--- src/sv/acg_pkg.sv ---
`timescale 1ns / 1ps
// ----------------------------------------------------------------------------
// acg_pkg: shared types and constants for the concurrency governor
// Word formats, host entry record, lookup result and register indexes.
// ----------------------------------------------------------------------------
package acg_pkg;

	localparam int HOST_ENTRIES = 64;
	localparam int IDX_W = (HOST_ENTRIES > 1) ? $clog2(HOST_ENTRIES) : 1;
	localparam int CNT_W = $clog2(HOST_ENTRIES + 1);

	localparam logic [31:0] GLOB_LIMIT_RST    = 32'd5000;
	localparam logic [15:0] INITIAL_LIMIT_RST = 16'd10;
	localparam logic [15:0] LIMIT_CAP_RST     = 16'd50;
	localparam logic [7:0]  TIMEOUT_TRIP_RST  = 8'd2;

	typedef enum logic [1:0] {
		OP_QUERY   = 2'd0,
		OP_CONSUME = 2'd1,
		OP_RELEASE = 2'd2
	} op_t;

	typedef enum logic [1:0] {
		CFG_GLOB_LIMIT    = 2'd0,
		CFG_INITIAL_LIMIT = 2'd1,
		CFG_LIMIT_CAP     = 2'd2,
		CFG_TIMEOUT_TRIP  = 2'd3
	} cfg_reg_t;

	typedef struct packed {
		logic [1:0]  op;
		logic [31:0] host_id;
		logic        success;
	} task_word_t;

	typedef struct packed {
		logic        global_allow;
		logic        host_allow;
		logic [31:0] global_count;
		logic [15:0] host_count;
		logic [15:0] host_limit;
		logic        table_full;
	} res_word_t;

	typedef struct packed {
		logic [15:0] inflight;
		logic [15:0] limit;
		logic [7:0]  fail_run;
	} entry_t;

	localparam int ENTRY_W = $bits(entry_t);

	typedef struct packed {
		logic             table_full;
		logic             fresh;
		logic [IDX_W-1:0] idx;
	} lookup_t;

endpackage

--- src/sv/acg_lookup.sv ---
`timescale 1ns / 1ps
// ----------------------------------------------------------------------------
// acg_lookup: host key table with parallel match and in-order allocation
// Matches the host id against every used entry; claims the next free entry
// for an unknown host, or flags the table as full.
// ----------------------------------------------------------------------------
module acg_lookup import acg_pkg::*; (
	input  logic        clk,
	input  logic        arst_n,
	input  logic        en,
	input  logic        valid,
	input  logic [31:0] host_id,
	output lookup_t     res
);

	logic [31:0]           host_q [HOST_ENTRIES];
	logic [CNT_W-1:0]      used_q;
	logic [HOST_ENTRIES-1:0] hit;
	logic [IDX_W-1:0]      hit_idx;
	logic                  any_hit;
	logic                  full;
	logic                  fresh;

	always_comb begin
		hit = '0;
		hit_idx = '0;
		for (int i = 0; i < HOST_ENTRIES; i++) begin
			hit[i] = (CNT_W'(i) < used_q) && (host_q[i] == host_id);
			if (hit[i]) begin
				hit_idx = hit_idx | IDX_W'(i);
			end
		end
	end

	assign any_hit = |hit;
	assign full    = !any_hit && (used_q == CNT_W'(HOST_ENTRIES));
	assign fresh   = !any_hit && !full;

	assign res.table_full = full;
	assign res.fresh      = fresh;
	assign res.idx        = fresh ? used_q[IDX_W-1:0] : hit_idx;

	always_ff @(posedge clk) begin
		if (en && valid && fresh) begin
			host_q[used_q[IDX_W-1:0]] <= host_id;
		end
	end

	always_ff @(posedge clk or negedge arst_n) begin
		if (!arst_n) begin
			used_q <= '0;
		end else if (en && valid && fresh) begin
			used_q <= used_q + CNT_W'(1);
		end
	end

	a_hit_unique: assert property (@(posedge clk) disable iff (!arst_n)
		$onehot0(hit))
		else $error("host id matches more than one entry");

	a_used_bound: assert property (@(posedge clk) disable iff (!arst_n)
		used_q <= CNT_W'(HOST_ENTRIES))
		else $error("entry fill count beyond table size");

endmodule

--- config.mk ---
export PLATFORM = sky130hd
export DESIGN_NAME = acg_lookup
export DESIGN_NICKNAME = d
export VERILOG_FILES = /design/src/sv/acg_pkg.sv /design/src/sv/acg_lookup.sv
export SDC_FILE = /design/constraint.sdc
export NUM_CORES = 2
export LEC_CHECK = 0
export BUFFER_PORTS_ARGS = -buffer_cell sky130_fd_sc_hd__buf_4
export CORE_UTILIZATION = 55
export CTS_CLUSTER_SIZE = 28
export DETAILED_ROUTE_END_ITERATION = 12
export GPL_TIMING_DRIVEN = 1
export PLACE_DENSITY = 0.76
export SYNTH_ARGS = -nofsm -noshare
export SYNTH_HDL_FRONTEND = slang
export SYNTH_SLANG_ARGS = --single-unit
--- constraint.sdc ---
create_clock -name clk -period 6 [get_ports clk]
set_input_delay 0.6 -clock clk [delete_from_list [all_inputs] [get_ports clk]]
set_output_delay 0.6 -clock clk [all_outputs]
set_load 0.01 [all_outputs]
==> key figures <==
Place
  • Placed cell areas: between 90,000 and 100,000 µm²
  • Final GP Congestion: ~1.0
  • HPWL after DPL: 183,000 µm
  • Placed insts: 8,765
  • Port Buffers: 43

Die
  • Die Wd: between 400 and 500 µm
  • DIE HEIGHT: ~410 µm
  • Row count: 150
  • Die area: about 170,000 µm²
  • Starting density of the core: between 50% and 60%
  • Num ports: 44
  • Core ar.: roughly 170,000 µm²

Synth
  • Synth Instances: ~6,400
  • Largest family of logic cells by synthesized area: XOR/XNOR gates
  • Post-synth top cells: edfxtp_1 (2,048), xor2_1 (1,257), xnor2_1 (804), nor4_1 (619), nand4_1 (394)
  • Mean Syn Cell Area: about 15 µm²
  • Asr flop ratio synth: less than 1%
  • Mux cell area share after synthesis: less than 1%
  • Count leader, synth: edfxtp_1
  • Synth Area in Adders: 0.0269%
  • Post-synth top area cell: edfxtp_1
  • Synth warnings: 0
  • Post-synth top area share: between 60 and 70%
  • Main synth FF type: edfxtp_1
  • Synth cell types: between 60 and 70
  • Flop and latch count out of synthesis: just over 2,000
  • Simple-Gate Fraction of Synth Area: between 10% and 20%
  • EDFF count, synth: 2,048
  • Synth Area in XOR/XNOR: 19.4%
  • Post-Synthesis Net Count: ~6,400
  • Cell Area, Synth: just over 90,000 µm²
  • Register area share after synthesis: about two thirds
  • Post-synthesis compound-gate area fraction: 0.547%
  • Top cells by area, synth: edfxtp_1 (66%), xor2_1 (12%), xnor2_1 (7.6%), nor4_1 (4.2%), nand4_1 (2.6%)

STA
  • Final min period: 5.99 ns
  • Max Clock Skew: ~0.062 ns
  • Max_slew headroom: about a tenth
  • Worst-Margin Slew: ~1.4 ns
  • Final hold vios: 0
  • Final setup viols: 0
  • Highest Clock Rate: between 0.15 and 0.2 GHz
  • Worst hold margin: around 0.12 ns
  • Pins Over Slew Limit: 0
  • Tcrit/Tclk final: 99.9%

Global routing
  • Initial antenna violation count: 11
  • Vias in the first global route: 57,300
  • Total global routing overflow: 0
  • Largest net degree at the start of global routing: 58
  • Global-route wire length before repair: approximately 400,000 µm
  • All-layer global routing usage: about a third

Pwr
  • Peak VDD IR: between 0.3 and 0.4 mV
  • Pleak: about 33 nW
  • Power, Total: about 33 mW
  • Seq pwr share: just under 50%
  • Clock share of power: between 30% and 40%
  • Combinational share of power: about 13%
  • Switching share of power: 26.5%
  • Net switching power: around 8.6 mW
  • Pwr Density: 308 nW/µm²
  • P_int: 24.0 mW

Routing
  • Total Wirelength: around 280,000 µm
  • Pre-antenna DRT Iters: 7
  • Remaining DRCs: 0
  • Iter 0 DRT Violations: 8,011
  • Vias: roughly 60,000
  • Post-route ant nets: 0
  • WL per Instance: between 30 and 40 µm
  • Via-to-Cell Ratio: about 6.5

Setup path
  • CP max stage delay: about 0.82 ns
  • Cell repeated most along the worst path: buf_4
  • Critical path arrival: 5.39 ns
  • Slowest-stage cell, CP: a2111oi_0
  • CP startpoint kind: register
  • CP Capture Type: output port
  • CP Class: reg2out
  • Req. time, crit path: ~5.4 ns
  • Reg2Reg Setup Slack: 0.57 ns
  • Worst path cell trace: buf_4 -> a211o_1 -> nand2b_1 -> nand4_1 -> nor4b_1 -> a2111oi_0 -> nand4_1 -> nor4_2 -> nand3_4 -> buf_12 -> o21ai_0 -> buf_4 -> buf_4
  • CP max FO: 37

Clock tree
  • H-tree levels: 4
  • Maximum clock path buffer count: 3
  • CTS clock-pin slew for the worst setup and hold paths: about 0.060 ns
  • CTS tree: yes
  • Clk sinks: around 2,100
  • Clock Tree Root: clkbuf_16
  • Clock latency reported for the late side of the worst-skew pair: 0.89 ns
  • Cts bufs inserted: between 200 and 250

Finish
  • Register area: around 60,000 µm²
  • Final core occ: between 60% and 70%
  • Finished Cell Area: ~110,000 µm²
  • Fillcell total: approximately 12,000
  • Area delta synth->final: 13.6%
  • Layout Cells excl Fill: 9,142
  • Multi-input logic area: roughly 30,000 µm²
  • Layout cells sized above 1: between 10% and 20%
  • Final Net Count: 6,812

Outcome
  • Run status: completed

Min path
  • Hold crit path type: in2reg

Job
  • Max Cap Viol: 0
[cell usage in the layout (no fill, tap or decap), types with 16 or more instances in the layout]
cell and count:
clkinv_2 30, xor2_1 1257, or3b_2 16, edfxtp_1 2048
clkinv_1 53, and4_1 22, nor4b_1 34, nor4_2 18
clkbuf_8 32, buf_4 373, a21oi_1 18, clkbuf_1 43
nor3_2 25, or3_1 20, clkbuf_16 202, nand4b_1 34
nor2_2 20, nand2_1 179, nand4_1 394, nand2b_1 18
nor4_1 600, or4_1 34, nor3_1 126, nand3_1 133
buf_12 73, xnor2_1 804, nor2_1 107
[layout make-up]
| type | count | area share [%] |
|---|---|---|
| flip-flops and latches | 2055 | 58.3 |
| clock buffers | 245 | 4.93 |
| inverters | 9 | 0.0319 |
| diodes | 1 | 0.00236 |
| well taps | 2204 | 2.61 |
| repair buffers | 479 | 4.45 |
| multi-input cells | 4028 | 28.6 |
| clock inverters | 121 | 1.07 |
[flip-flops by register name, summed over array words and instances, names as in the netlist]
register and flops:
host_q 2048, used_q 7
[worst max-delay path: cells and delay by family, from the launching register on]
kind / cells / cell delay, ns
DFF: 1 / 0.56
buffers and inverters: 4 / 0.81
and+or+nand+nor: 6 / 1.45
AOI/OAI and AO/OA: 3 / 1.66
[power groups by stage]
stage          Combinational (mW)  Sequential, mW  Clock, mW
6_report                     4.08            16.2       12.4
3_3_place_gp                 3.83            16.5          0
4_1_cts                      3.94            16.2       12.4
2_1_floorplan                1.89            16.4          0
3_5_place_dp                 3.87            16.5          0
5_1_grt                      4.17            16.2       12.9
[repair_timing]
action | CTS | global route
buffers inserted | 6 | 3
resized for setup | 8 | 4
hold buffers | 1 | 0
endpoints found under the setup margin | 7 | 6
endpoints found under the hold margin | 7 | 0
pin swaps | 2 | 1
[kinds of logic (layout without fill, tap and decap cells)]
kind of cell             count (synthesis)  count (layout)
AO/OA/AOI/OAI                           72              72
XOR/XNOR                              2061            2061
adder cells (fa/ha/maj)                  2               2
buffers and inverters                  277             854
flip-flops                            2055            2055
multiplexers                             5               5
other                                    0               1
AND/OR/NAND/NOR                       1888            1888
[through the flow]
stage | worst slack [ns] | TNS (ns)
3_5_place_dp | 0.215 | 0
3_3_place_gp | 0.302 | 0
5_1_grt | -0.00528 | -0.00528
6_report | 0.00532 | 0
2_1_floorplan | -0.657 | -296.58
4_1_cts | 0.00719 | 0
[final timing paths]
kind	from	to	cells after the start
max in group asynchronous	arst_n	used_q[5]	2
min reg2reg	used_q[0]	used_q[0]	1
min	host_id[10]	host_q[9][10]	1
max reg2reg	used_q[6]	host_q[1][23]	11
min in group asynchronous	arst_n	used_q[4]	2
max	used_q[6]	res[0]	13
[per-layer routing]
metal,track usage (%),vias up,wire (µm)
met3,7.60,721,34600
met2,48.6,4278,124000
li1,-,24900,-
met4,12.7,12,12300
met5,0,-,210
met1,46.8,29800,110000
Power figures use the tool's default switching activity.
