--- src/sv/acg_pkg.sv ---
`timescale 1ns / 1ps
// ----------------------------------------------------------------------------
// acg_pkg: shared types and constants for the concurrency governor
// Word formats, host entry record, lookup result and register indexes.
// ----------------------------------------------------------------------------
package acg_pkg;

	localparam int HOST_ENTRIES = 64;
	localparam int IDX_W = (HOST_ENTRIES > 1) ? $clog2(HOST_ENTRIES) : 1;
	localparam int CNT_W = $clog2(HOST_ENTRIES + 1);

	localparam logic [31:0] GLOB_LIMIT_RST    = 32'd5000;
	localparam logic [15:0] INITIAL_LIMIT_RST = 16'd10;
	localparam logic [15:0] LIMIT_CAP_RST     = 16'd50;
	localparam logic [7:0]  TIMEOUT_TRIP_RST  = 8'd2;

	typedef enum logic [1:0] {
		OP_QUERY   = 2'd0,
		OP_CONSUME = 2'd1,
		OP_RELEASE = 2'd2
	} op_t;

	typedef enum logic [1:0] {
		CFG_GLOB_LIMIT    = 2'd0,
		CFG_INITIAL_LIMIT = 2'd1,
		CFG_LIMIT_CAP     = 2'd2,
		CFG_TIMEOUT_TRIP  = 2'd3
	} cfg_reg_t;

	typedef struct packed {
		logic [1:0]  op;
		logic [31:0] host_id;
		logic        success;
	} task_word_t;

	typedef struct packed {
		logic        global_allow;
		logic        host_allow;
		logic [31:0] global_count;
		logic [15:0] host_count;
		logic [15:0] host_limit;
		logic        table_full;
	} res_word_t;

	typedef struct packed {
		logic [15:0] inflight;
		logic [15:0] limit;
		logic [7:0]  fail_run;
	} entry_t;

	localparam int ENTRY_W = $bits(entry_t);

	typedef struct packed {
		logic             table_full;
		logic             fresh;
		logic [IDX_W-1:0] idx;
	} lookup_t;

endpackage

--- src/sv/acg_update.sv ---
`timescale 1ns / 1ps
// ----------------------------------------------------------------------------
// acg_update: per-item counter and limit update
// Applies consume or release to the global count and to one host entry,
// with additive increase on success and halving after a failure run.
// ----------------------------------------------------------------------------
module acg_update import acg_pkg::*; (
	input  logic [1:0]  op,
	input  logic        success,
	input  logic [15:0] limit_cap,
	input  logic [7:0]  timeout_trip,
	input  logic [31:0] glob_cur,
	input  entry_t      cur,
	output logic [31:0] glob_nxt,
	output entry_t      nxt
);

	logic [7:0]  fr;
	logic [15:0] half;

	assign half = cur.limit >> 1;
	assign fr   = (cur.fail_run == '1) ? cur.fail_run : cur.fail_run + 8'd1;

	always_comb begin
		nxt = cur;
		glob_nxt = glob_cur;
		case (op)
			OP_CONSUME: begin
				if (glob_cur != '1) glob_nxt = glob_cur + 32'd1;
				if (cur.inflight != '1) nxt.inflight = cur.inflight + 16'd1;
			end
			OP_RELEASE: begin
				if (glob_cur != '0) glob_nxt = glob_cur - 32'd1;
				if (cur.inflight != '0) nxt.inflight = cur.inflight - 16'd1;
				if (success) begin
					nxt.fail_run = '0;
					if (cur.limit < limit_cap) nxt.limit = cur.limit + 16'd1;
				end else if (fr >= timeout_trip) begin
					nxt.limit = (half == '0) ? 16'd1 : half;
					nxt.fail_run = '0;
				end else begin
					nxt.fail_run = fr;
				end
			end
			default: ;
		endcase
	end

endmodule
--- config.mk ---
export PLATFORM = sky130hd
export DESIGN_NAME = acg_update
export DESIGN_NICKNAME = d
export VERILOG_FILES = /design/src/sv/acg_pkg.sv /design/src/sv/acg_update.sv
export SDC_FILE = /design/constraint.sdc
export NUM_CORES = 1
export LEC_CHECK = 0
export ABC_AREA = 1
export BUFFER_PORTS_ARGS = -buffer_cell sky130_fd_sc_hd__buf_2
export CAP_MARGIN = 20
export CELL_PAD_IN_SITES_DETAIL_PLACEMENT = 1
export CELL_PAD_IN_SITES_GLOBAL_PLACEMENT = 1
export CORE_UTILIZATION = 32
export DETAILED_ROUTE_END_ITERATION = 16
export GPL_ROUTABILITY_DRIVEN = 0
export PLACE_DENSITY_LB_ADDON = 0.1
export SLEW_MARGIN = 20
export SYNTH_ARGS = -nofsm -noshare
export SYNTH_HDL_FRONTEND = slang
export SYNTH_SLANG_ARGS = --single-unit
--- constraint.sdc ---
create_clock -name vclk -period 2.4
set_input_delay 0.12 -clock vclk [all_inputs]
set_output_delay 0.12 -clock vclk [all_outputs]
set_load 0.01 [all_outputs]
==> metrics.txt, run 1 <==
NumNets Final 1528; crit-path max FO 8; Max Fclk 0.360 GHz; Seq pwr share 0%; violated checks negative setup slack; DRT Pass-1 Iters 5; Area Growth Syn to Fin 26.7%; drt via density 5.27; Period minus WS final 2.78 ns; Avg Synthesized Cell Area 4.97 um^2; Hold Path Depth 4; startpoint types input pin; nature of the critical path endpoint output pin; final hold violations 0; most common library cell in the layout ignoring fill and taps nand2_1; sw frac 62.2%; Pwr Density 189 nW/um^2; library cells used by synthesis 48; Peak VDD IR 0.0000873 V; Int Power 0.550 mW; WP data arrival 2.66 ns; Clock Power Share 0%; Cell Area, Synth 6080 um^2; worst setup path category input pin to output pin; worst slew pin tran 0.483 ns; Synthesized Nets 1354; pre-CTS setup slack -0.402 ns; Cells after Synth 1222; Post-DP HPWL 22000 um; combinational share of power 100.0%; # DRC 0; sequential cell count 0; share of layout cells above drive strength 1 23.5%; period utilization 116%; PortBufs 171; most frequent cells in the layout 384 x nand2_1, 167 x buf_2, 151 x nor2_1; max-slew violation count 0; post-synthesis sequential area ratio 0%; gr usage total 27.1%; final instance area 7700 um^2; maximum number of pins on one net before global-route repair 39; Die Y 140 um; first-pass GRT wire length 43600 um; Die Area 19500 um^2; hold_ws 0.568 ns; DP Area 7330 um^2; Core ar. 18600 um^2; total gr overflow 0; leakage power 3.95 nW; clk_buf instances 0; Hold Crit Class input pin to output pin; Vias 8595; number of I/O pins 171; final wirelength 27300 um; vias in the first global route 8539; antenna-violating nets left 0; FF/Latch Area 0 um^2; status finished, violations left; Routed wire per std cell 16.7 um; # setup viols final 24; Cell Rows 50; initial antenna violation count 3; Yosys warning total 0; sw power 0.903 mW; Final Worst Setup Slack -0.380 ns; max cap viols 0; Critical Path RT 2.28 ns; initial cell density of the core 32.6%; RSZ-0062 raised after global routing yes; Rel. slew slack 67.6%; die extent in x 140 um; Iter 0 DRT Violations 349
-- path summary, 6_finish.rpt --
path / startpoint / slack, ns / to
min: glob_cur[23] / 0.57 / glob_nxt[23]
max: cur[0] / -0.38 / nxt[3]
-- per-layer routing --
metal  share of wire, %  vias up  track usage [%]
met5              0.044        -                0
met4                1.8        2             4.63
met3                5.0       36             2.62
met2                 47      214             47.7
met1                 47     4027             35.9
li1                   -     4316                -
-- cell type report --
| class | count | area, um^2 |
|---|---|---|
| Tap cell | 234 | 293 |
| Inverter | 143 | 539 |
| Antenna cell | 2 | 5.00 |
| Timing Repair Buffer | 234 | 1440 |
| Multi-Input combinational cell | 1017 | 5430 |
| Fill cell | 2738 | 10900 |
-- worst max-delay path, stage by stage --
cell and delay [ns]:
buf_8 0.08, ha_4 0.12, nand4_1 0.16, nor2_4 0.20, nand2_4 0.11, nand4_1 0.15
xor2_2 0.19, ha_1 0.28, a21oi_1 0.14, o21ai_1 0.07, nand2_1 0.13, nand3_4 0.17
buf_6 0.17, inv_4 0.06, nand3_4 0.10, buf_6 0.16, o22ai_2 0.10, buf_2 0.16
-- power groups by stage --
stage	sequential, mW	clock [mW]	combinational (mW)
final	0	0.000000111	1.45
after global routing	0	0.000000111	1.61
after CTS	0	0	1.38
after detailed placement	0	0	1.34
after global placement	0	0	1.32
after floorplan	0	0	0.809
-- per-stage QoR --
step | setup TNS [ns] | util, % | std cells | power (mW)
5_1_grt | -12.08 | 41.3 | 1630 | 1.61
4_1_cts | -3.40 | 40.1 | 1623 | 1.38
3_5_place_dp | -8.02 | 39.3 | 1617 | 1.34
3_3_place_gp | -4.96 | 39.3 | 1617 | 1.32
2_1_floorplan | -0.0675 | - | 1222 | 0.809
6_report | -7.75 | 41.3 | 1630 | 1.45
-- cell usage after synthesis, drive strengths merged, types with 3 or more instances --
library cell,n,area [um^2]
a21oi,55,279
a22oi,7,62.6
a31oi,16,100
buf,36,219
clkbuf,26,104
clkinv,3,11.3
ha,33,413
inv,140,526
nand2,399,1520
nand3,85,430
nand4,59,384
nor2,170,722
nor3,41,236
nor4,3,18.8
o211ai,6,45.0
o21ai,63,323
o22ai,5,31.3
xnor2,3,26.3
xor2,60,526
-- timing repair --
| action | 4_1_cts | 5_1_grt |
|---|---|---|
| pin swaps | 6 | 20 |
| endpoints found under the setup margin | 24 | 26 |
| resized for setup | 27 | 42 |
| buffers inserted | 6 | 2 |
| gates cloned | 0 | 3 |
| hold buffers | 0 | 0 |
-- logic make-up (layout without fill, tap and decap cells) --
group | Yosys count | in the layout | share of synthesized area (%)
and+or+nand+nor | 764 | 764 | 55.5
xor gates and xnor gates | 63 | 63 | 9.08
other | 0 | 2 | 0
buffers and inverters | 205 | 377 | 14.1
AOI/OAI and AO/OA | 157 | 157 | 14.5
adders and majority gates | 33 | 33 | 6.79
(Power assumes the default switching activity.)
==> inputs of run 2 (changes only) <==
--- a/config.mk
+++ b/config.mk
@@ -14,6 +14,7 @@
 export DETAILED_ROUTE_END_ITERATION = 16
 export GPL_ROUTABILITY_DRIVEN = 0
 export PLACE_DENSITY_LB_ADDON = 0.1
+export SETUP_SLACK_MARGIN = 0.02
 export SLEW_MARGIN = 20
 export SYNTH_ARGS = -nofsm -noshare
 export SYNTH_HDL_FRONTEND = slang
==> run 2 against run 1 <==
  * The run still ends with negative setup slack left
  * Design area shrank 0.21%
  * Flip-flop and latch count is the same
  * Critical path depth grew 3
  * Core utilization shrank 0.087 points
  * Critical endpoint is now nxt[23]
  * Routed wire length shrank 1.6%
  * First-iteration DRC count grew 11%
  * Sequential share of layout area is the same
==> metrics.txt, run 2 (synthesized netlist as in run 1, its figures left out) <==
max-slew violation count 0; Int Power 0.564 mW; number of I/O pins 171; sw power 0.912 mW; period utilization 112%; Iter 0 DRT Violations 389; # DRC 0; critical path cell sequence buf_8 -> ha_4 -> nand4_1 -> nor2_2 -> nand2_2 -> nand2_2 -> xor2_2 -> inv_2 -> ha_4 -> nand2_4 -> nor2_4 -> nand4_1 -> nand3_4 -> buf_12 -> clkinv_8 -> buf_6 -> nand3_2 -> nand2_1 -> nand2_1 -> nand2_1 -> buf_2; antenna-violating nets left 0; Vias 8614; Period minus WS final 2.70 ns; CP delay by family, top simple AND/OR/NAND/NOR gates; first-pass GRT wire length 42900 um; initial antenna violation count 3; initial cell density of the core 32.6%; leakage power 3.91 nW; gr usage total 26.5%; FF/Latch Area 0 um^2; total negative slack -5.71 ns; Cell Rows 50; final hold violations 0; RSZ-0062 raised after global routing yes; sequential cell count 0; Area Growth Syn to Fin 26.5%; met3 Track Usage GR 1.45%; nature of the critical path endpoint output pin; max incr delay on CP 0.29 ns; most common library cell in the layout ignoring fill and taps nand2_1; Die Y 140 um; Die Area 19500 um^2; startpoint types input pin; Post-DP HPWL 21300 um; PortBufs 171; Hold Path Depth 4; Core ar. 18600 um^2; share of layout cells above drive strength 1 23.6%; hold buffers post-CTS 0; Final Worst Setup Slack -0.299 ns; met2 usage 46.9%; total power 1.48 mW; fin cells 1619; Peak VDD IR 0.0000896 V; most frequent CP cell nand2_1; die extent in x 140 um; Rel. slew slack 55.1%; Crit path depth 21; worst slew pin tran 0.673 ns; vias in the first global route 8362; final wirelength 26900 um; DRT Pass-1 Iters 5; worst setup path category input pin to output pin; worst path buffer plus inverter count 6; total gr overflow 0; Critical Path RT 2.28 ns; GR Layer Usage met1 36.1%; Clock Power Share 0%; status finished, violations left; clk_buf instances 0; Hold Crit Class input pin to output pin; Final Util 41.2%; Max Fclk 0.371 GHz; crit-path max FO 5; pre-CTS setup slack -0.296 ns; most frequent cells in the layout 381 x nand2_1, 164 x buf_2, 151 x nor2_1; # setup viols final 24; maximum number of pins on one net before global-route repair 68; Routed wire per std cell 16.6 um; Pwr Density 192 nW/um^2; Seq pwr share 0%; sw frac 61.8%; NumNets Final 1518; combinational share of power 100.0%; GRT Max-Usage Layer met2; violated checks negative setup slack; WP data arrival 2.58 ns; Placed Cells 1606; max cap viols 0; slowest CP cell ha_4; drt via density 5.32
[run 2: worst paths after layout]
check,start,end
setup / recovery,cur[0],nxt[23]
hold / removal,cur[17],nxt[17]
[run 2: final cells by class]
type                       instances  area (um^2)
tap                              234          293
fill                            2760        11000
inverter                         143          549
timing repair buffer             224         1390
multi-input combinational       1017         5450
antenna                            1         2.50
[run 2: what timing repair did]
item                                    CTS  global route
buffers inserted                          4             6
gates cloned                              0             2
endpoints found under the hold margin     0             0
endpoints found under the setup margin   24            27
resized for setup                        29            28
pin swaps                                 9            21
[run 2: stage by stage]
step                instance area, um^2  hold slack, ns
global placement                   7340           0.618
finish                             7690           0.616
detailed placement                 7340           0.622
global route                       7690           0.645
CTS                                7470           0.622
floorplan                          6180           0.353
[run 2: power by group through the flow]
stage	registers, mW	clock network, mW	logic (mW)
detailed placement	0	0	1.35
global route	0	0.0000000558	1.63
CTS	0	0	1.40
finish	0	0.0000000558	1.48
floorplan	0	0	0.832
global placement	0	0	1.34
[run 2: worst min-delay path, delay by kind of cell]
kind / cells / cell delay (ns)
and+or+nand+nor: 2 / 0.14
buffers and inverters: 2 / 0.24
[run 2: routing by layer]
metal  vias to the layer above  share of wire (%)
met2                       223                 48
met1                      4079                 46
li1                       4290                  -
met4                         2                1.1
met5                         -              0.045
met3                        20                4.7
==> inputs of run 3 (changes only) <==
--- a/config.mk
+++ b/config.mk
@@ -10,11 +10,11 @@
 export CAP_MARGIN = 20
 export CELL_PAD_IN_SITES_DETAIL_PLACEMENT = 1
 export CELL_PAD_IN_SITES_GLOBAL_PLACEMENT = 1
-export CORE_UTILIZATION = 32
+export CORE_UTILIZATION = 36
 export DETAILED_ROUTE_END_ITERATION = 16
 export GPL_ROUTABILITY_DRIVEN = 0
 export PLACE_DENSITY_LB_ADDON = 0.1
-export SETUP_SLACK_MARGIN = 0.02
+export SETUP_SLACK_MARGIN = 0.15
 export SLEW_MARGIN = 20
 export SYNTH_ARGS = -nofsm -noshare
 export SYNTH_HDL_FRONTEND = slang
==> constraint.sdc (replaced) <==
create_clock -name vclk -period 2.75
set_input_delay 0.1375 -clock vclk [all_inputs]
set_output_delay 0.1375 -clock vclk [all_outputs]
set_load 0.01 [all_outputs]
==> run 3 against run 2 <==
  * The flow still finishes with violations (negative setup slack)
  * Non-clock buffer count shrank 26
  * Routed wire length decreased by 2.0%
  * Setup slack better by 0.25 ns
  * Final cell count fell by 2.5%
  * Critical path type unchanged
==> metrics.txt, run 3 (synthesized netlist as in run 1, its figures left out) <==
combinational share of power 100.0%; maximum number of pins on one net before global-route repair 68; max cap viols 0; RSZ-0062 raised after global routing yes; WP data arrival 2.66 ns; most frequent cells in the layout 380 x nand2_1, 165 x buf_2, 151 x nor2_1; Die Y 132 um; sw power 0.781 mW; GR Layer Usage met1 40.1%; critical path cell sequence buf_6 -> ha_4 -> nand4_1 -> nor2_2 -> nand2_4 -> nand4_1 -> xor2_2 -> ha_1 -> a21oi_2 -> o21ai_1 -> nand2_1 -> nand3_4 -> buf_4 -> inv_2 -> nand3_4 -> o22ai_1 -> buf_2; share of layout cells above drive strength 1 21.6%; status finished, violations left; FF/Latch Area 0 um^2; slowest CP cell ha_1; Core ar. 16500 um^2; Die Area 17400 um^2; NumNets Final 1492; worst slew pin tran 0.706 ns; Hold Crit Class input pin to output pin; nature of the critical path endpoint output pin; worst path buffer plus inverter count 4; Iter 0 DRT Violations 492; violated checks negative setup slack; # setup viols final 14; final hold violations 0; Seq pwr share 0%; total power 1.23 mW; Final Util 44.9%; Post-DP HPWL 20300 um; sw frac 63.6%; hold buffers post-CTS 0; max-slew violation count 0; DRT Pass-1 Iters 5; Placed Cells 1570; first-pass GRT wire length 41300 um; drt via density 5.42; crit-path max FO 8; fin cells 1579; Final Worst Setup Slack -0.0503 ns; # DRC 0; number of I/O pins 171; initial cell density of the core 36.8%; Cell Rows 47; total gr overflow 0; Clock Power Share 0%; Peak VDD IR 0.0000856 V; PortBufs 171; CP delay by family, top simple AND/OR/NAND/NOR gates; GRT Max-Usage Layer met2; Area Growth Syn to Fin 22.1%; vias in the first global route 8116; Pwr Density 165 nW/um^2; clk_buf instances 0; initial antenna violation count 1; max incr delay on CP 0.28 ns; period utilization 102%; Vias 8561; startpoint types input pin; Routed wire per std cell 16.7 um; Int Power 0.447 mW; leakage power 3.79 nW; most common library cell in the layout ignoring fill and taps nand2_1; antenna-violating nets left 0; Period minus WS final 2.80 ns; Critical Path RT 2.61 ns; Max Fclk 0.357 GHz; final wirelength 26300 um; die extent in x 132 um; met2 usage 49.2%; gr usage total 28.6%; sequential cell count 0; worst setup path category input pin to output pin; Rel. slew slack 52.9%; met3 Track Usage GR 0.961%
[run 3: cell types whose count changed in the layout (fill, tap and decap cells not counted), sizes merged]
cell,change
clkbuf,+1
clkinv,-1
buf,-27
inv,+1
[run 3: layout make-up]
type | count | area (um^2)
fillers | 2523 | 9100
repair buffers | 198 | 1170
diodes | 1 | 2.50
multi-input cells | 1017 | 5430
inverters | 143 | 537
well taps | 220 | 275
[run 3: timing repair]
item                       in CTS  in global routing
gates cloned                    0                  2
setup endpoints to repair      24                 24
pin swaps                       4                 20
buffers inserted                1                  5
gates resized for setup        11                 58
[run 3: worst paths after layout]
path,startpoint,to,slack [ns],cells after the start
worst min-delay path,cur[4],nxt[4],0.59,4
worst max-delay path,cur[0],nxt[0],-0.05,17
[run 3: through the flow]
stage / instance area (um^2) / hold slack [ns] / setup TNS, ns / setup slack (ns)
after floorplan: 6080 / 0.390 / 0 / 0.226
after global placement: 7070 / 0.614 / -0.00500 / -0.00500
after detailed placement: 7070 / 0.624 / -1.44 / -0.113
after CTS: 7110 / 0.624 / 0 / 0.0242
after global routing: 7420 / 0.614 / -3.44 / -0.188
final: 7420 / 0.585 / -0.257 / -0.0503
[run 3: power groups by stage]
stage                     sequential (mW)    clock [mW]  combinational [mW]
after floorplan                         0             0               0.702
after global placement                  0             0                1.11
after detailed placement                0             0                1.13
after CTS                               0             0                1.14
after global routing                    0  0.0000000487                1.36
final                                   0  0.0000000488                1.23
[run 3: layer usage]
metal  vias up  part of all wire (%)
met2       263                    46
met5         -                     0
met1      4039                    48
met3        22                   4.9
met4         0                   1.3
li1       4237                     -
[run 3: tightest hold or removal path: stages]
cell	delay (ns)
buf_8	0.08
nand2_1	0.06
o21ai_2	0.05
buf_2	0.12
