### config.mk
export PLATFORM = sky130hd
export DESIGN_NAME = acg_ram
export DESIGN_NICKNAME = d
export VERILOG_FILES = /design/src/sv/acg_ram.sv
export SDC_FILE = /design/constraint.sdc
export NUM_CORES = 1
export LEC_CHECK = 0
export BUFFER_PORTS_ARGS = -buffer_cell sky130_fd_sc_hd__buf_2
export CORE_MARGIN = 2
export CORE_UTILIZATION = 56
export CTS_CLUSTER_SIZE = 8
export DETAILED_ROUTE_END_ITERATION = 10
export GPL_TIMING_DRIVEN = 0
export PLACE_DENSITY = 0.72
export SETUP_SLACK_MARGIN = 0.05
export SYNTH_ARGS = -nofsm -noshare
export SYNTH_HDL_FRONTEND = slang
export SYNTH_SLANG_ARGS = --single-unit
### constraint.sdc
create_clock -name clk -period 2.1 [get_ports clk]
set_input_delay 0.21 -clock clk [delete_from_list [all_inputs] [get_ports clk]]
set_output_delay 0.21 -clock clk [all_outputs]
set_load 0.03 [all_outputs]
### src/sv/acg_ram.sv
`timescale 1ns / 1ps
// ----------------------------------------------------------------------------
// acg_ram: generic single-write, single-read RAM
// One write port, one read port with enable and registered read data.
// ----------------------------------------------------------------------------
module acg_ram #(
	parameter int WIDTH = 8,
	parameter int DEPTH = 64
) (
	input  logic                             clk,
	input  logic                             we,
	input  logic [$clog2(DEPTH > 1 ? DEPTH : 2)-1:0] waddr,
	input  logic [WIDTH-1:0]                 wdata,
	input  logic                             re,
	input  logic [$clog2(DEPTH > 1 ? DEPTH : 2)-1:0] raddr,
	output logic [WIDTH-1:0]                 rdata
);

	logic [WIDTH-1:0] mem [DEPTH];
	logic [WIDTH-1:0] rd_data_q;

	always_ff @(posedge clk) begin
		if (we) begin
			mem[waddr] <= wdata;
		end
		if (re) begin
			rd_data_q <= mem[raddr];
		end
	end

	assign rdata = rd_data_q;

endmodule

==> results of run 1 <==
## cell families (layout without fill, tap and decap cells)
family | Yosys count | count (layout) | share of synthesized area (%)
muxes | 162 | 162 | 15.9
AOI/OAI and AO/OA | 54 | 54 | 2.06
and+or+nand+nor | 153 | 153 | 3.37
buffers and inverters | 51 | 152 | 1.56
other | 0 | 1 | 0
DFF | 520 | 520 | 77.1
## state kept, by name (all words and copies together), names as in the netlist
name / count
rdata: 8
mem: 512
## worst min path at each step
| stage | startpoint | depth (start not counted) | slack (ps) | end |
|---|---|---|---|---|
| after CTS | re | 1 | 10 | rdata[4] |
| after floorplan | wdata[0] | 0 | 310 | mem[0][0] |
| after global placement | re | 1 | 590 | rdata[1] |
| final | re | 1 | 30 | rdata[3] |
| after detailed placement | re | 1 | 600 | rdata[1] |
| after global routing | re | 1 | 30 | rdata[3] |
## per-layer routing
layer  share of wire (%)  GRT usage [%]  up-vias
met4                 3.5           10.4        2
met5               0.028              0        -
li1                    -              -     4106
met3                  11           6.37      109
met2                  46           38.4      606
met1                  40           37.1     5236
## timing repair
item	in CTS	in global routing
hold buffers	0	0
resized for setup	27	12
setup buffers	0	0
endpoints found under the hold margin	0	0
pin swaps	2	1
endpoints found under the setup margin	8	8
## worst reg2reg max path, cell delays in order, from the launching register on
cell	delay, ps
edfxtp_1	360
mux4_2	530
mux4_2	530
nor2_2	160
nor3_1	80
o2bb2ai_2	170
## layout make-up
class                           instances  area (µm²)
Clock inverter                          2        17.5
Multi-Input combinational cell        369        4410
Sequential cell                       520       15600
Clock buffer                           77        1930
Fill cell                            2305       12600
Tap cell                              461         577
Timing Repair Buffer                   22         110
Antenna cell                            1        2.50
Buffer                                 51         354
## placed cells by master (no fill, tap or decap), types with 3 or more instances in the layout
master	count
nand3_1	12
nor2_1	80
mux2i_1	23
clkbuf_2	5
o2bb2ai_2	3
a22oi_1	3
clkbuf_4	3
a211oi_1	4
clkbuf_1	12
mux4_2	126
nor3_1	5
a221oi_1	5
o21ai_1	3
o221ai_1	8
a21oi_1	3
nor2_2	3
mux2_2	13
buf_4	14
o22ai_1	6
nand2_1	19
edfxtp_1	520
o2111ai_1	3
nand2b_1	7
buf_2	28
buf_6	7
nand3b_1	3
clkbuf_16	77
nor2b_1	14
## power by group
part           internal (mW)  switching [mW]
sequential              11.5          0.0213
clock                   6.38            3.93
combinational          0.420           0.768
## per-stage QoR
stage	std cells	power [mW]	setup TNS [ps]	area (µm²)	hold slack, ps
after floorplan	940	12.4	0	20200	309
after global placement	1423	12.9	-57850	20900	586
after detailed placement	1423	12.9	-80010	20900	599
after CTS	1502	23.1	0	23000	14.6
after global routing	1503	23.6	0	23000	25.2
final	1503	23.1	0	23000	30.7
==> impl_metrics.env, run 1 <==
export IMPL_outcome="finished clean"
export IMPL_r2r_worst_path_cells=5
export IMPL_ys_top_cells_by_area="edfxtp_1 (77%), mux4_2 (14%), nor2_1 (1.5%), mux2i_1 (1.1%), mux2_2 (0.72%)"
export IMPL_p_leak_nw=7.23
export IMPL_fp_row_count=69
export IMPL_netlist_area_leader_share_pct=77.1
export IMPL_tritoncts="done"
export IMPL_cts_root_buf="clkbuf_16"
export IMPL_clock_latency_ps=570
export IMPL_synth_area_um2=20200
export IMPL_endpoint_kind="register"
export IMPL_synthFlopType="edfxtp_1"
export IMPL_ys_ff_latch=520
export IMPL_hpwl_um=29400
export IMPL_drtPass1Iterations=5
export IMPL_setup_viol=0
export IMPL_ctsLongestPathBuffers=3
export IMPL_timing_rr_end="rdata[0]"
export IMPL_synth_warnings=0
export IMPL_core_um2=35600
export IMPL_die_area_um2=37700
export IMPL_r2r_slack_ps=2
export IMPL_numCtsBuffers=74
export IMPL_worstMarginPinSlew_ps=1290
export IMPL_numClockSinks=520
export IMPL_wirelength_um=47200
export IMPL_ant_nets=0
export IMPL_io_buffers=22
export IMPL_crit_buf_inv=0
export IMPL_htree_levels=3
export IMPL_cpMaxStageDelayCell="mux4_2"
export IMPL_path_delay_family="multiplexers"
export IMPL_routedWlPerCell_um=31.4
export IMPL_yosysMostFrequentCell="edfxtp_1"
export IMPL_start_util_pct=56.9
export IMPL_hold_path_class="input pin to register"
export IMPL_critPathCapture="rdata[0]"
export IMPL_antenna_found_initial=2
export IMPL_startpoint="mem[11][0]"
export IMPL_grt_pass1_wl_um=69000
export IMPL_cp_arrival_ps=2390
export IMPL_cp_start_kind="register"
export IMPL_synth_edff_count=520
export IMPL_gr_usage_all_layers_pct=25.7
export IMPL_grt_pass1_vias=10291
export IMPL_avgSynthCellArea_um2=21.5
export IMPL_slew_viol_final=0
export IMPL_criticalPathCategory="register to register"
export IMPL_min_period_ps=2100
export IMPL_r2r_start="mem[11][0]"
export IMPL_dpl_worst_slack_ps=-1060
export IMPL_slowest_delay_ps=530
export IMPL_drive_above_1_share_pct=28.2
export IMPL_ir_drop_mv=0.653
export IMPL_fin_crit_sh_pct=99.9
export IMPL_die_h_um=194
export IMPL_seq_area_frac_synth_pct=77.1
export IMPL_cp_depth=5
export IMPL_crit_chain="mux4_2 > mux4_2 > nor2_2 > nor3_1 > o2bb2ai_2"
export IMPL_setup_ws_ps=1.96
export IMPL_pin_count=31
export IMPL_synthCells=940
export IMPL_rsz0062_at_grt="yes"
export IMPL_critPathMaxFanout=1
export IMPL_hold_violations=0
export IMPL_worst_clock_skew_ps=20.8
export IMPL_cpMostUsedCell="mux4_2"
export IMPL_grt_max_degree=65
export IMPL_maxSlewHeadroom_pct=14.1
export IMPL_via_per_inst=6.69
export IMPL_fmax_mhz=477
export IMPL_grt_overflow=0
export IMPL_fin_util_pct=64.7
export IMPL_ys_types=39
export IMPL_worstPathRequired_ps=2390
export IMPL_postSynth_asyncResetShare_pct=0
export IMPL_drc=0
export IMPL_area_growth_synth_to_final_pct=13.7
export IMPL_die_x_um=194
export IMPL_gp_congestion=0.938
export IMPL_drt_iter0_markers=1284
export IMPL_max_cap_violations=0
export IMPL_path_clk_slew_ps=50
export IMPL_synth_largest_area_cell="edfxtp_1"
export IMPL_fin_nets=1061
export IMPL_ys_top_cells_by_count="edfxtp_1 (520), mux4_2 (126), nor2_1 (83)"
export IMPL_power_density_nw_per_um2=1000
export IMPL_synth_fp_nets=963
export IMPL_vias=10059
(Power assumes the default switching activity.)
==> run 2: changes to the inputs <==
ABC_AREA = 1   (was not set)
CORE_UTILIZATION = 57   (was 56)
PLACE_DENSITY = 0.73   (was 0.72)
==> run 2 against run 1 <==
The flow now finishes with violations (negative setup slack); routed wire length grew 27%; cell area grew 5.7%; critical path type is now input pin to register; sequential share of layout area is 3.7 points lower; largest cell class unchanged; worst hold slack worse by 23 ps; non-clock buffer count is 74 higher; sequential power is essentially flat; via count is 47% higher; combinational power increased by 31%; die area increased by 3.9%.
==> impl_metrics.env, run 2 <==
export IMPL_synth_largest_area_cell="edfxtp_1"
export IMPL_worst_clock_skew_ps=11.4
export IMPL_ys_top_cells_by_area="edfxtp_1 (73%), nand2_1 (11%), nand3_1 (10%), buf_6 (1.8%), nor2_1 (0.98%)"
export IMPL_drtPass1Iterations=6
export IMPL_numClockSinks=520
export IMPL_drive_above_1_share_pct=11.9
export IMPL_p_leak_nw=8.87
export IMPL_grt_max_degree=65
export IMPL_grt_overflow=0
export IMPL_gp_congestion=0.992
export IMPL_cp_depth=4
export IMPL_grt_pass1_vias=14096
export IMPL_netlist_area_leader_share_pct=72.9
export IMPL_worstMarginPinSlew_ps=1340
export IMPL_maxSlewHeadroom_pct=10.8
export IMPL_wirelength_um=59900
export IMPL_critPathCapture="mem[8][3]"
export IMPL_placed_area_um2=22200
export IMPL_pin_count=31
export IMPL_synth_fp_nets=1828
export IMPL_io_buffers=22
export IMPL_cts_root_buf="clkbuf_16"
export IMPL_htree_levels=3
export IMPL_numCtsBuffers=74
export IMPL_critPathMaxFanout=9
export IMPL_regMostFlops="mem"
export IMPL_synthCells=1805
export IMPL_drc=0
export IMPL_slew_viol_final=0
export IMPL_startpoint="waddr[1]"
export IMPL_gr_usage_all_layers_pct=31.5
export IMPL_vias=14792
export IMPL_worstPathRequired_ps=2300
export IMPL_path_clk_slew_ps=50
export IMPL_die_h_um=198
export IMPL_grt_pass1_wl_um=88200
export IMPL_antenna_found_initial=1
export IMPL_hold_buffers=0
export IMPL_crit_chain="clkbuf_1 > inv_1 > nand4_1 > nor2_1"
export IMPL_largest_register_ffs=512
export IMPL_timing_rr_end="rdata[7]"
export IMPL_die_area_um2=39100
export IMPL_synth_area_um2=21400
export IMPL_routedWlPerCell_um=25.0
export IMPL_clock_latency_ps=590
export IMPL_via_per_inst=6.18
export IMPL_setup_viol=16
export IMPL_postSynth_asyncResetShare_pct=0
export IMPL_endpoint_kind="register"
export IMPL_rsz0062_at_grt="yes"
export IMPL_cpMaxStageDelayCell="nor2_1"
export IMPL_ys_top_cells_by_count="nand2_1 (648), edfxtp_1 (520), nand3_1 (439)"
export IMPL_violations="negative setup slack"
export IMPL_drt_iter0_markers=2150
export IMPL_cp_arrival_ps=2410
export IMPL_cp_start_kind="input pin"
export IMPL_r2r_slack_ps=490
export IMPL_yosysMostFrequentCell="nand2_1"
export IMPL_ctsLongestPathBuffers=3
export IMPL_fin_crit_sh_pct=105
export IMPL_path_delay_family="simple AND/OR/NAND/NOR gates"
export IMPL_max_cap_violations=0
export IMPL_die_x_um=198
export IMPL_criticalPathCategory="input pin to register"
export IMPL_avgSynthCellArea_um2=11.9
export IMPL_tritoncts="done"
export IMPL_hpwl_um=38600
export IMPL_final_common_cell="nand2_1"
export IMPL_final_cell_area_um2=24300
export IMPL_crit_buf_inv=2
export IMPL_ir_drop_mv=0.676
export IMPL_ys_types=15
export IMPL_synth_warnings=0
export IMPL_synthFlopType="edfxtp_1"
export IMPL_multi_input_area_um2=5040
export IMPL_hold_path_class="input pin to register"
export IMPL_r2r_start="mem[50][7]"
export IMPL_fin_util_pct=65.2
export IMPL_num_fill_cells=2710
export IMPL_setup_ws_ps=-107
export IMPL_slowest_delay_ps=1000
export IMPL_final_seq_area_um2=15600
export IMPL_num_antenna_cells=0
export IMPL_seq_area_frac_synth_pct=72.9
export IMPL_synth_edff_count=520
export IMPL_power_density_nw_per_um2=968
export IMPL_hold_violations=0
export IMPL_mostFrequentLayoutCells="nand2_1 (648), edfxtp_1 (520), nand3_1 (439)"
export IMPL_core_um2=37300
export IMPL_area_growth_synth_to_final_pct=13.6
export IMPL_fin_nets=1938
export IMPL_r2r_worst_path_cells=8
export IMPL_outcome="finished with violations"
export IMPL_fp_row_count=71
export IMPL_ys_ff_latch=520
export IMPL_ant_nets=0
export IMPL_fmax_mhz=453
export IMPL_min_period_ps=2210
export IMPL_start_util_pct=57.4
## run 2: metrics by stage
step | power, mW | std cells | hold WS (ps) | setup WS [ps] | TNS (ps)
floorplan | 12.6 | 1805 | 309 | 124 | 0
global placement | 13.2 | 2301 | 612 | -809 | -119470
detailed placement | 13.2 | 2309 | 620 | -579 | -158810
CTS | 23.5 | 2390 | 7.90 | 46.2 | 0
global route | 24.1 | 2394 | 13.4 | -143 | -2500
finish | 23.6 | 2394 | 7.92 | -107 | -1480
## run 2: worst register-to-register path: stages, from the launching register on
cell	delay (ps)
edfxtp_1	380
nand2_1	80
nand3_1	60
nand3_1	130
nand2_1	110
nand2_1	70
nand3_1	150
nand3_1	200
nand2_1	150
## run 2: cell families (layout without fill, tap and decap cells)
kind of cell	count (synthesis)	after routing	synth area share, %
buf+inv	125	240	4.01
flops	520	520	72.9
simple gates	1160	1160	23.1
## run 2: area by class of cell
cell class	count	share of cell area [%]
Buffer	113	3.32
Clock buffer	76	7.82
Clock inverter	5	0.273
Inverter	12	0.206
Multi-Input combinational cell	1160	20.7
Sequential cell	520	64.2
Tap cell	474	2.44
Timing Repair Buffer	34	1.06
## run 2: worst min path at each step
stage          startpoint   endpoint  slack, ps  cells after the start
5_1_grt                re   rdata[7]         10                      1
6_report               re   rdata[7]          8                      1
4_1_cts                re   rdata[7]          8                      1
3_5_place_dp           re   rdata[7]        620                      1
2_1_floorplan    wdata[0]  mem[0][0]        310                      0
3_3_place_gp           re   rdata[7]        610                      1
## run 2: metal layers
layer	vias to the layer above	GRT usage [%]	share of wire, %
li1	6556	-	-
met1	7108	44.5	39
met2	980	47.3	45
met3	146	7.46	12
met4	2	13.4	3.9
met5	-	0	0.022
## run 2: repair_timing
action                     CTS  global route
buffers inserted             0             0
gates resized for setup      3            13
pin swaps                    0             0
setup endpoints to repair   24           115
## run 2: report_power, final
| group | switching, mW | internal [mW] | leakage (nW) |
|---|---|---|---|
| Sequential | 0.0186 | 11.5 | 4.69 |
| Combinational | 1.15 | 0.404 | 3.22 |
| Clock | 4.09 | 6.35 | 0.966 |
==> run 3: changes to the inputs <==
clock period = 1.8 ns   (was 2.1 ns; I/O delays follow)
==> run 3 against run 2 <==
The flow still finishes with violations (negative setup slack); cell count is 0.67% higher; register-to-register slack worse by 300 ps; clock power is 17% higher; first-iteration DRC count is 2.7% lower; sequential cell count stayed put; largest cell class unchanged.
==> impl_metrics.env, run 3 (synthesized netlist as in run 2, its figures left out) <==
export IMPL_maxSlewHeadroom_pct=10.2
export IMPL_final_cell_area_um2=24600
export IMPL_worstPathRequired_ps=2000
export IMPL_cp_arrival_ps=2230
export IMPL_mostFrequentLayoutCells="nand2_1 (648), edfxtp_1 (520), nand3_1 (439)"
export IMPL_regMostFlops="mem"
export IMPL_hold_depth=1
export IMPL_endpoint_kind="register"
export IMPL_fp_row_count=71
export IMPL_critPathMaxFanout=9
export IMPL_multi_input_area_um2=5170
export IMPL_ctsLongestPathBuffers=3
export IMPL_drt_iter0_markers=2091
export IMPL_hpwl_um=38600
export IMPL_vias=14941
export IMPL_r2r_start="mem[59][6]"
export IMPL_placed_area_um2=22200
export IMPL_wl_met3_um=7260
export IMPL_cts_root_buf="clkbuf_16"
export IMPL_worst_clock_skew_ps=12.4
export IMPL_met1Wirelength_um=23400
export IMPL_via_per_inst=6.20
export IMPL_numClockSinks=520
export IMPL_hold_violations=0
export IMPL_grt_max_degree=65
export IMPL_die_h_um=198
export IMPL_htree_levels=3
export IMPL_grt_pass1_wl_um=88400
export IMPL_start_util_pct=57.4
export IMPL_core_um2=37300
export IMPL_ant_nets=0
export IMPL_whs_ps=134
export IMPL_wirelength_um=60400
export IMPL_final_seq_area_um2=15600
export IMPL_fin_util_pct=65.9
export IMPL_ir_drop_mv=0.790
export IMPL_num_antenna_cells=0
export IMPL_path_clk_slew_ps=50
export IMPL_gp_congestion=0.992
export IMPL_hold_path_class="input pin to register"
export IMPL_slew_viol_final=0
export IMPL_rsz0062_at_grt="yes"
export IMPL_dpl_worst_slack_ps=-849
export IMPL_timing_rr_end="rdata[6]"
export IMPL_max_cap_violations=0
export IMPL_hp_start="wdata[4]"
export IMPL_gr_usage_all_layers_pct=31.6
export IMPL_numCtsBuffers=74
export IMPL_criticalPathCategory="input pin to register"
export IMPL_drc=0
export IMPL_io_buffers=22
export IMPL_wl_met2_um=27000
export IMPL_area_growth_synth_to_final_pct=14.8
export IMPL_total_power_mw=27.5
export IMPL_top_layer="met5"
export IMPL_outcome="finished with violations"
export IMPL_num_fill_cells=2682
export IMPL_antenna_found_initial=1
export IMPL_power_density_nw_per_um2=1120
export IMPL_fmax_mhz=493
export IMPL_cp_start_kind="input pin"
export IMPL_min_period_ps=2030
export IMPL_die_area_um2=39100
export IMPL_fin_crit_sh_pct=113
export IMPL_worstMarginPinSlew_ps=1350
export IMPL_final_common_cell="nand2_1"
export IMPL_pin_count=31
export IMPL_grt_pass1_vias=14152
export IMPL_setup_ws_ps=-227
export IMPL_grt_overflow=0
export IMPL_drtPass1Iterations=8
export IMPL_setup_viol=100
export IMPL_tritoncts="done"
export IMPL_violations="negative setup slack"
export IMPL_hold_end="mem[20][4]"
export IMPL_die_x_um=198
export IMPL_r2r_worst_path_cells=8
export IMPL_drive_above_1_share_pct=14.4
export IMPL_clock_latency_ps=590
export IMPL_routedWlPerCell_um=25.0
export IMPL_r2r_slack_ps=190
export IMPL_fin_nets=1954
export IMPL_largest_register_ffs=512
export IMPL_p_leak_nw=8.94
-- run 3: metal layers --
metal | GRT usage [%] | vias up
met3 | 7.39 | 178
met4 | 13.2 | 2
met1 | 44.7 | 7112
met2 | 47.6 | 1061
li1 | - | 6588
met5 | 0 | -
-- run 3: final cells by class --
type	instances	area share, %
flip-flops and latches	520	63.5
multi-input cells	1160	21.0
clock buffers	76	7.73
plain buffers	113	3.30
well taps	474	2.41
repair buffers	50	1.55
clock inverters	5	0.270
inverters	12	0.204
-- run 3: how the worst max path moves through the flow --
| stage | endpoint | slack [ps] | startpoint |
|---|---|---|---|
| floorplan | mem[48][0] | -150 | we |
| global placement | mem[49][5] | -1080 | waddr[3] |
| detailed placement | mem[26][2] | -850 | waddr[0] |
| CTS | mem[56][3] | -150 | waddr[0] |
| global route | mem[6][7] | -190 | waddr[0] |
| finish | mem[62][6] | -230 | waddr[0] |
-- run 3: what timing repair did --
action | 4_1_cts | 5_1_grt
setup endpoints to repair | 340 | 356
pin swaps | 2 | 5
hold buffers | 1 | 0
setup buffers | 3 | 12
gates resized for setup | 44 | 18
endpoints found under the hold margin | 8 | 0
-- run 3: power breakdown --
part           total, mW  leakage (nW)  internal [mW]  switching (mW)
combinational       1.85          3.28          0.486            1.37
clock               12.2         0.966           7.40            4.76
sequential          13.5          4.69           13.5          0.0217
total               27.5          8.94           21.4            6.15
-- run 3: critical path, stage by stage --
cell	delay, ps
clkbuf_1	230
inv_1	350
nand4_1	600
nor2_1	860
-- run 3: metrics by stage --
stage | instances | TNS [ps]
floorplan | 1805 | -9350
global placement | 2301 | -259820
detailed placement | 2309 | -293290
CTS | 2394 | -7580
global route | 2410 | -4950
finish | 2410 | -8000
